--- src/cubic_trapezoid_integrator_top_macros.svh ---
// Assertion macros shared by the integrator's RTL.
// No dependencies; included by cti_ctrl, which carries concurrent checks.
`ifndef CUBIC_TRAPEZOID_INTEGRATOR_TOP_MACROS_SVH
`define CUBIC_TRAPEZOID_INTEGRATOR_TOP_MACROS_SVH

// same-cycle implication
`define CTI_ASSERT_NOW(label, clk, rst, ante, cons, msg) \
   label: assert property (@(posedge clk) disable iff (rst) (ante) |-> (cons)) \
      else $error(msg);

// next-cycle implication
`define CTI_ASSERT_NEXT(label, clk, rst, ante, cons, msg) \
   label: assert property (@(posedge clk) disable iff (rst) (ante) |=> (cons)) \
      else $error(msg);

`endif

--- src/cti_pkg.sv ---
// Shared types and constants for the cubic trapezoid integrator.
// No dependencies; imported by every module of the block.
package cti_pkg;

   localparam int DATA_W     = 32;
   localparam int WIDE_W     = 64;
   localparam int CSR_ADDR_W = 3;
   localparam int CNT_REG_W  = 16;

   // register indexes on the csr port
   localparam logic [CSR_ADDR_W-1:0] REG_COEFF_CUBIC  = 3'd0;
   localparam logic [CSR_ADDR_W-1:0] REG_COEFF_SQUARE = 3'd1;
   localparam logic [CSR_ADDR_W-1:0] REG_COEFF_LINEAR = 3'd2;
   localparam logic [CSR_ADDR_W-1:0] REG_COEFF_OFFSET = 3'd3;
   localparam logic [CSR_ADDR_W-1:0] REG_SAMPLE_COUNT = 3'd4;

   localparam logic signed [DATA_W-1:0] CUBIC_RESET        = 32'sd65536;
   localparam logic [CNT_REG_W-1:0]     SAMPLE_COUNT_RESET = 16'd8192;

   localparam logic [WIDE_W-1:0] WIDE_MAX   = 64'h7FFF_FFFF_FFFF_FFFF;
   localparam logic [WIDE_W-1:0] WIDE_MIN   = 64'h8000_0000_0000_0000;
   localparam logic [DATA_W-1:0] NARROW_MAX = 32'h7FFF_FFFF;
   localparam logic [DATA_W-1:0] NARROW_MIN = 32'h8000_0000;

   // which product the shared multiplier forms, and where it lands
   typedef enum logic [2:0] {
      MOP_XX,     // x * x        -> x2
      MOP_X2X,    // x2 * x       -> x3
      MOP_C3,     // cubic * x3   -> sum
      MOP_C2,     // square * x2  -> sum +
      MOP_C1,     // linear * x   -> sum +
      MOP_STEP    // f(x) * step  -> sample product
   } mul_op_type;

   typedef enum logic [2:0] {
      ST_IDLE,
      ST_DIV_GO,
      ST_DIV_WAIT,
      ST_MUL_GO,
      ST_MUL_WAIT,
      ST_OFFSET,
      ST_SAMPLE,
      ST_DONE
   } state_type;

   typedef struct packed {
      logic       load;
      logic       div_start;
      logic       mul_start;
      mul_op_type mul_op;
      logic       add_offset;
      logic       first_sample;
      logic       accum;
      logic       load_out;
   } cmd_type;

   typedef struct packed {
      logic count_zero;
      logic div_done;
      logic mul_done;
      logic last_sample;
   } status_type;

endpackage

--- src/cti_ctrl.sv ---
// Controller: sequences divide, polynomial products and sample updates.
// Depends on cti_pkg and the assertion macro header; drives cti_dp.
`include "cubic_trapezoid_integrator_top_macros.svh"

module cti_ctrl import cti_pkg::*; (
   input  logic       clock,
   input  logic       reset,
   input  logic       req_valid,
   output logic       req_ready,
   output logic       rsp_valid,
   input  logic       rsp_ready,
   input  status_type status,
   output cmd_type    cmd
);

   state_type  state_ff, state_in;
   mul_op_type op_ff, op_in;
   logic       first_ff, first_in;
   logic       rsp_valid_ff, rsp_valid_in;

   always_ff @(posedge clock) begin
      if (reset) begin
         state_ff     <= ST_IDLE;
         op_ff        <= MOP_XX;
         first_ff     <= 1'b0;
         rsp_valid_ff <= 1'b0;
      end else begin
         state_ff     <= state_in;
         op_ff        <= op_in;
         first_ff     <= first_in;
         rsp_valid_ff <= rsp_valid_in;
      end
   end

   always_comb begin
      state_in     = state_ff;
      op_in        = op_ff;
      first_in     = first_ff;
      rsp_valid_in = rsp_valid_ff && !rsp_ready;
      req_ready    = 1'b0;
      cmd          = '0;
      cmd.mul_op   = op_ff;

      case (state_ff)
         ST_IDLE: begin
            req_ready = 1'b1;
            if (req_valid) begin
               cmd.load = 1'b1;
               first_in = 1'b1;
               state_in = status.count_zero ? ST_DONE : ST_DIV_GO;
            end
         end
         ST_DIV_GO: begin
            cmd.div_start = 1'b1;
            state_in      = ST_DIV_WAIT;
         end
         ST_DIV_WAIT: begin
            if (status.div_done) begin
               op_in    = MOP_XX;
               state_in = ST_MUL_GO;
            end
         end
         ST_MUL_GO: begin
            cmd.mul_start = 1'b1;
            state_in      = ST_MUL_WAIT;
         end
         ST_MUL_WAIT: begin
            if (status.mul_done) begin
               case (op_ff)
                  MOP_XX: begin
                     op_in    = MOP_X2X;
                     state_in = ST_MUL_GO;
                  end
                  MOP_X2X: begin
                     op_in    = MOP_C3;
                     state_in = ST_MUL_GO;
                  end
                  MOP_C3: begin
                     op_in    = MOP_C2;
                     state_in = ST_MUL_GO;
                  end
                  MOP_C2: begin
                     op_in    = MOP_C1;
                     state_in = ST_MUL_GO;
                  end
                  MOP_C1:   state_in = ST_OFFSET;
                  MOP_STEP: state_in = ST_SAMPLE;
                  default:  state_in = ST_IDLE;
               endcase
            end
         end
         ST_OFFSET: begin
            cmd.add_offset = 1'b1;
            op_in          = MOP_STEP;
            state_in       = ST_MUL_GO;
         end
         ST_SAMPLE: begin
            op_in    = MOP_XX;
            first_in = 1'b0;
            if (first_ff) begin
               // f(lower) * step only primes the left term
               cmd.first_sample = 1'b1;
               state_in         = ST_MUL_GO;
            end else begin
               cmd.accum = 1'b1;
               state_in  = status.last_sample ? ST_DONE : ST_MUL_GO;
            end
         end
         ST_DONE: begin
            if (!rsp_valid_ff || rsp_ready) begin
               cmd.load_out = 1'b1;
               rsp_valid_in = 1'b1;
               state_in     = ST_IDLE;
            end
         end
         default: state_in = ST_IDLE;
      endcase
   end

   assign rsp_valid = rsp_valid_ff;

   `CTI_ASSERT_NOW(a_no_overwrite, clock, reset, cmd.load_out, !rsp_valid_ff || rsp_ready, "result word overwritten before taken")
   `CTI_ASSERT_NOW(a_div_done_awaited, clock, reset, status.div_done, state_ff == ST_DIV_WAIT, "divider done outside divide wait")
   `CTI_ASSERT_NOW(a_mul_done_awaited, clock, reset, status.mul_done, state_ff == ST_MUL_WAIT, "multiplier done outside multiply wait")
   `CTI_ASSERT_NEXT(a_accept_leaves_idle, clock, reset, req_valid && req_ready, state_ff == ST_DIV_GO || state_ff == ST_DONE, "accepted word did not start work")

endmodule

--- config.mk ---
export PLATFORM = sky130hd
export DESIGN_NAME = cti_ctrl
export DESIGN_NICKNAME = d
export VERILOG_FILES = /design/src/cti_pkg.sv /design/src/cti_ctrl.sv
export VERILOG_INCLUDE_DIRS = /design/src /design/src/src
export SDC_FILE = /design/constraint.sdc
export NUM_CORES = 1
export LEC_CHECK = 0
export CORE_MARGIN = 2
export CORE_UTILIZATION = 28
export CTS_CLUSTER_DIAMETER = 150
export DETAILED_ROUTE_END_ITERATION = 8
export DONT_BUFFER_PORTS = 1
export PLACE_DENSITY = 0.43
export SLEW_MARGIN = 0
export SYNTH_ARGS = -nofsm -noshare
export SYNTH_HDL_FRONTEND = slang
export SYNTH_SLANG_ARGS = --single-unit
--- constraint.sdc ---
create_clock -name clock -period 3.8 [get_ports clock]
set_clock_uncertainty 0.1 [all_clocks]
set_input_delay 0.76 -clock clock [delete_from_list [all_inputs] [get_ports clock]]
set_output_delay 0.76 -clock clock [all_outputs]
set_load 0.005 [all_outputs]
==> summary.md <==
The flow ran to the end, and the final reports show no timing, DRC or antenna violations. In this run the deepest clock path goes through 2 buffers. The capturing element type of the critical path is an output port. The via-per-instance ratio is 4.96. The peak supply drop is 0.254 mV, and the routed via count is 501. Type of origin of the critical path: a register.

The transition time of the tightest slew-check pin came out at 626 ps. Buffers added to address setup during post-CTS repair amount to 0. The final weighted congestion of routability-driven global placement was 0.712.

Setup repair after global routing left no endpoint under its margin. A synthesized cell averages 7.90 um2. The run gives 0 as the initial antenna violation count. By area the synthesized netlist is led by dfxtp_1, a21oi_1, mux2i_1. The area added between synthesis and finish is 3.09%, and the leakage power total is 0.000202 uW.

The share of the Yosys chip area taken by registers is 26.3%. The average wire per cell in the routed design was 13.4 um. The repair_antennas step left the layout with diodes totalling 0. The setup path with the least slack is of type register to output port. The post-CTS clock slew at the launch and capture registers of the worst setup and hold paths works out to 50 ps. The startpoint identified for the worst register-to-register timing path is state_ff[1]. After global routing the overflow that remains totals 0. Aggregate negative setup slack: 0 ps.

The tools report the routing usage on met3 as 7.74%. 20 I/O pins were placed. The core outline area came out at 2000 um2. When the netlist entered floorplanning its net count stood at 85. The run gives 2080 ps as the setup slack of the most critical reg-to-reg path. The library cells used most frequently in the layout, excluding fill and tap cells, are nor2_1, a21oi_1, dfxtp_1.

TritonCTS built the clock tree. The total clock buffers created by CTS is 3, and the chip width is 50.6 um. The setup slack after placement was 1820 ps; the wire length reported by the detailed router was 1.36 mm. The tools report the overall fraction of global-route tracks in use as 12.3%. Following the worst setup path forward leads to its endpoint at cmd[1]. For the detailed router's first-iteration violation count, the log shows 13. Entering global routing, the biggest net connects 19 pins. After the last flow step, the layout net total stands at 84. Power per cell area: 719 nW/um2.

The HPWL after detailed placement is 1.02 mm. Post-CTS repair changed the size of 0 cells. The met1 global-route usage is 16.2%, and the post-synthesis async set-or-reset flop share is 0%.

Based on the critical path, the design can be clocked at up to 445 MHz. In this run the worst setup path begins at state_ff[1]. The synthesized area was 608 um2; the clock period minus final worst setup slack was 2250 ps. The count of buffers inserted at the top-level ports is 0.

Primary flip-flop cell chosen by synthesis mapping: dfxtp_1. Hold violation count in the final report: 0. For this run, the number of Yosys warnings is 0.

For this configuration, the core starts out at a cell density of 30.4%. The largest fanout of any net on the critical path came out at 15. Yosys mapped a number of flops with a built-in enable equal to 0. For the number of global-route vias before repair, the log shows 480.

In this run, post-CTS hold repair placed 0 buffers. The remaining number of nets flagged by the antenna check after routing came out at 0. In this run the core area contains 16 standard-cell rows. The post-route core utilization is 31.3%, and the final design instance area without fill is 627 um2. Data on the critical path is required at its endpoint by 2940 ps. Cell accounting for the most synthesized area: dfxtp_1. The cell area reported after detailed placement was 604 um2. In the synthesized netlist, the number of instances is 77.

Number of iterations in the first detailed-routing pass: 4. The final worst slack is 1550 ps. The peak-usage layer in the global routing report was met1.

In this run the critical register-to-register path is captured at state_ff[1]. The die is 50.6 um tall. The global-route wire length before repair was 2.29 mm; the final critical-path share of the clock period was 59.1%. Max-cap violations in this run came to 0. In this run the clock root is driven by a clkbuf_4.

The tightest min-delay check is of the register to register type. In this run the tightest slew margin relative to its limit is 58.2%. The area enclosed by the die boundary came out at 2560 um2. Sink count of the clock tree: 8. The synthesized netlist contains 33 unique library cells. The maximum level of the CTS H-tree is 1, and the fraction of synthesized cell area taken by the top area cell type is 26.3%.

The path depth of the worst reg2reg path works out to 4. Setup violations remaining at the end of the flow were counted as 0. Data on the critical path arrives at its endpoint at 1390 ps.

The post-route netlist has 16.2% of its cells at a drive strength greater than 1. The clock latency on the worst-skew pair is 250 ps, and the count of state elements after synthesis is 8. The tools report the max-slew violation count as 0.

For met2 alone, demand over resource in global routing was 16.0%. For this run, design rule violations remaining after detail routing come to 0.
-- cells by family after synthesis --
| kind of cell | count (synthesis) | synth area share (%) |
|---|---|---|
| simple gates | 35 | 36.0 |
| compound gates | 19 | 21.8 |
| buf+inv | 11 | 9.26 |
| flops | 8 | 26.3 |
| mux | 4 | 6.58 |
-- report_power, final --
| part | internal, uW | switching [uW] |
|---|---|---|
| Clock | 36.1 | 28.7 |
| Sequential | 107 | 79.2 |
| Combinational | 91.2 | 109 |
| Total | 234 | 216 |
-- stage by stage --
step	total power, uW	hold slack (ps)	cells
final	451	415	101
after global routing	498	440	101
after CTS	456	416	101
after detailed placement	386	404	98
after global placement	387	406	98
after floorplan	373	380	77
-- routing by layer --
metal / vias up / part of all wire, %
li1: 270 / -
met3: 2 / 10
met4: 0 / 0.96
met5: - / 0
met1: 210 / 50
met2: 19 / 39
-- Yosys cell counts, types with 3 or more instances --
cell      count
a21oi_1       9
buf_2         3
dfxtp_1       8
inv_1         3
mux2i_1       4
nand2b_1      6
nor2_1        9
nor3_1        3
-- how the worst min path moves through the flow --
stage          depth (start not counted)  slack (ps)     endpoint     start
2_1_floorplan                          2         380     first_ff  first_ff
3_3_place_gp                           2         410     first_ff  first_ff
3_5_place_dp                           2         400     first_ff  first_ff
4_1_cts                                2         420     first_ff  first_ff
5_1_grt                                1         440  state_ff[1]     reset
6_report                               2         410     first_ff  first_ff
-- critical path: stages, from the launching register on --
cell     delay [ps]
dfxtp_1         670
nor2b_1         250
nand2_1          70
nor2_1          140
-- registers in the layout, summed over array words and instances (netlist names) --
register,flops
rsp_valid,1
state_ff,3
op_ff,3
first_ff,1
-- layout make-up --
type / count / area [um2]
tap: 27 / 33.8
inverter: 5 / 18.8
multi-input combinational: 58 / 392
sequential: 8 / 160
clock buffer: 3 / 22.5
fill: 223 / 1380
No activity file was read; power rests on OpenSTA's default activity.
